===== config.mk =====
export PLATFORM = sky130hd
export DESIGN_NAME = mdq_ram
export DESIGN_NICKNAME = d
export VERILOG_FILES = /design/src/rtl/mdq_ram.sv
export SDC_FILE = /design/constraint.sdc
export NUM_CORES = 1
export LEC_CHECK = 0
export BUFFER_PORTS_ARGS = -buffer_cell sky130_fd_sc_hd__buf_2
export CAP_MARGIN = 40
export CORE_ASPECT_RATIO = 0.7
export CORE_UTILIZATION = 60
export CTS_CLUSTER_DIAMETER = 100
export CTS_CLUSTER_SIZE = 24
export DETAILED_ROUTE_END_ITERATION = 16
export GPL_TIMING_DRIVEN = 0
export PLACE_DENSITY = 0.85
export RECOVER_POWER = 25
export SYNTH_ARGS = -nofsm -noshare
export SYNTH_HDL_FRONTEND = slang
export SYNTH_SLANG_ARGS = --single-unit

===== constraint.sdc =====
create_clock -name aclk -period 2.4 [get_ports aclk]
set_clock_uncertainty 0.05 [all_clocks]
set_input_delay 0.48 -clock aclk [delete_from_list [all_inputs] [get_ports aclk]]
set_output_delay 0.48 -clock aclk [all_outputs]
set_load 0.03 [all_outputs]

===== src/rtl/mdq_ram.sv =====
`timescale 1ns / 1ps
`default_nettype none

module mdq_ram #(
    parameter int WIDTH = 8,
    parameter int DEPTH = 16,
    localparam int AW   = (DEPTH > 1) ? $clog2(DEPTH) : 1
) (
    input  wire logic             aclk,
    input  wire logic             we,
    input  wire logic [AW-1:0]    waddr,
    input  wire logic [WIDTH-1:0] wdata,
    input  wire logic [AW-1:0]    raddr,
    output logic      [WIDTH-1:0] rdata
);

    logic [WIDTH-1:0] mem [DEPTH];

    // one write port, one registered read port
    always_ff @(posedge aclk) begin
        if (we) begin
            mem[waddr] <= wdata;
        end
        rdata <= mem[raddr];
    end

endmodule

`default_nettype wire


==> flow_metrics.tcl <==
set metrics [dict create \
    dieArea_sq_um 8960 \
    grt_pass1_vias 2435 \
    start_util_pct 63.8 \
    detail_route.wl_per_cell_um 24.2 \
    numPlacedInstances 360 \
    rsz0062_at_grt "false" \
    cts-root-buf "clkbuf_16" \
    finalInstanceArea_sq_um 5990 \
    cts_tree "yes" \
    slew_viol_final 0 \
    worstSetupEndpointType "flip-flop" \
    hold_depth 1 \
    synth.distinct_cells 19 \
    track_usage_pct 24.6 \
    critPathLaunchType "input pin" \
    htreeDepth 4 \
    dr.pass1.iters 4 \
    gp_congestion 0.753 \
    post-synth-top-count-cell "edfxtp_1" \
    grt_first_pass_wirelength_um 14500 \
    cts_made_buffers 17 \
    core-area_sq_um 8070 \
    synth_common_cells "edfxtp_1 (128), mux4_2 (18), a22oi_1 (16), mux4_1 (14), nor2_1 (13)" \
    synthTopCellsByArea "edfxtp_1 (75%), mux4_2 (7.9%), mux4_1 (7.1%)" \
    post-dp-hpwl_um 6040 \
    grt.overflow.total 0 \
    crit_type "input pin to flip-flop" \
    rows 27 \
    drc 0 \
    maxCapViolations 0 \
    vias 2435 \
    final-hold-violation-count 0 \
    setup_viol 0 \
    rrSetupSlack_ns 0.99 \
    fmax_ghz 0.504 \
    syn_nets 247 \
    cts_resized 0 \
    antenna_found_initial 0 \
    io_pins 26 \
    clk_path_buf_depth 2 \
    drive_above_1_share_pct 27.2 \
    seq_area_frac_synth_pct 77.8 \
    grt_max_degree 17 \
    diodes 0 \
    required_ns 2.47 \
    cp.arrival_ns 2.05 \
    slowest_delay_ns 0.66 \
    post-route-period-util_pct 82.8 \
    yosys.area.top_type "edfxtp_1" \
    synth_edf_count 128 \
    place_area_sq_um 5430 \
    port-buffer-count 24 \
    timing.rr.end "rdata[1]" \
    status "finished, final reports clean" \
    yosys_warnings 0 \
    postSynthAreaPerCell_sq_um 22.5 \
    drt_first_iter_violations 246 \
    ys_ff_latch 136 \
    rr_startpoint "mem[1][1]" \
    hold_buffers 0 \
    slowest_stage "nor3_1" \
    synth_ff_type "edfxtp_1" \
    cp.depth 4 \
    slew_headroom_pct 39.2 \
    critical_path.max_fanout 5 \
    die_height_um 79.5 \
    viasPerCell 6.23 \
    cp-startpoint "waddr[2]" \
    powerDensity_nw_per_um2 906 \
    postRouteAntennaNets 0 \
    clock_latency_ns 0.41 \
    syn_inst 229 \
    synth_top_area_share_pct 74.7 \
    period_needed_ns 1.99 \
    ir_drop_uv 616 \
    timing.hold.ws_ns 0.421 \
    worst-path-buf-inv 2 \
    cp-endpoint "mem[0][2]" \
    leakage_uw 0.00203 \
    hp-class "input pin to flip-flop" \
    post_cts_buffers 0 \
    worst_r2r_path_depth 3 \
    postRouteWirelength_um 9470 \
    die_w_um 113 \
    path_clk_slew_ns 0.05 \
    area_growth_pct 16.4 \
    nets 296 \
    instances_no_fill 391 \
    syn_area_sq_um 5150 \
    crit_chain "buf_2 -> or3b_2 -> nor3_1 -> buf_4" \
    async_reset_ff_share_pct 0 \
    cpLargestDelayFamily "simple AND/OR/NAND/NOR gates" \
    fin_setup_tns_ns 0 \
    cts.sinks 136 \
    tightestPinTransition_ns 0.909 \
]
## flip-flops by register name (all words and copies together), names as in the netlist
register  flops
rdata         8
mem         128
## cell type report
type,count,area (sq um)
well taps,101,126
repair buffers,30,153
clock inverters,12,134
flip-flops and latches,136,4000
plain buffers,10,86.3
multi-input cells,83,1060
fillers,441,2080
clock buffers,19,433
## worst min-delay path by stage
stage / from / endpoint
2_1_floorplan: wdata[0] / mem[0][0]
3_3_place_gp: mem[7][0] / rdata[0]
3_5_place_dp: mem[4][0] / rdata[0]
4_1_cts: wdata[0] / mem[7][0]
5_1_grt: wdata[1] / mem[6][1]
6_report: wdata[1] / mem[6][1]
## power breakdown
part | switching, uW | leakage [uW] | internal [uW]
sequential | 13.7 | 0.00122 | 2660
combinational | 165 | 0.000531 | 105
clock | 883 | 0.000279 | 1600
## through the flow
stage                     power (uW)  utilization (%)  worst slack [ns]
after global routing            5590             74.2             0.394
after floorplan                 2880                -             0.377
after global placement          2980             66.8            -0.254
after detailed placement        2990             67.3           -0.0116
final                           5430             74.2             0.414
after CTS                       5470             74.3             0.425
## cells by family after synthesis
| logic type | after synthesis | share of synthesized area [%] |
|---|---|---|
| DFF | 136 | 77.8 |
| AOI/OAI and AO/OA | 16 | 2.33 |
| buffers and inverters | 10 | 1.68 |
| and+or+nand+nor | 35 | 3.18 |
| muxes | 32 | 15.0 |
## layer usage
metal | GRT usage (%) | up-vias | wire length, um
met3 | 9.19 | 6 | 808
li1 | - | 1073 | -
met1 | 35.5 | 1240 | 4170
met4 | 8.00 | 0 | 80
met2 | 35.1 | 116 | 4420
met5 | 0 | - | 0
## placed cells by master (no fill, tap or decap), types with 3 or more instances in the layout
master           Yosys  layout
buf_4                1       5
clkdlybuf4s25_2      3       3
a22oi_1             16      16
nor3_1               4       4
clkbuf_16            0      17
buf_6                3       3
clkinv_2             0       5
mux4_2              18      18
nor2_1              13      13
nand2_1              9       9
mux4_1              14      14
clkinv_1             0       3
bufinv_16            0       3
buf_2                3      23
edfxtp_1           128     128
dfxtp_1              8       8
clkbuf_1             0       8
No activity file was read; power rests on OpenSTA's default activity.
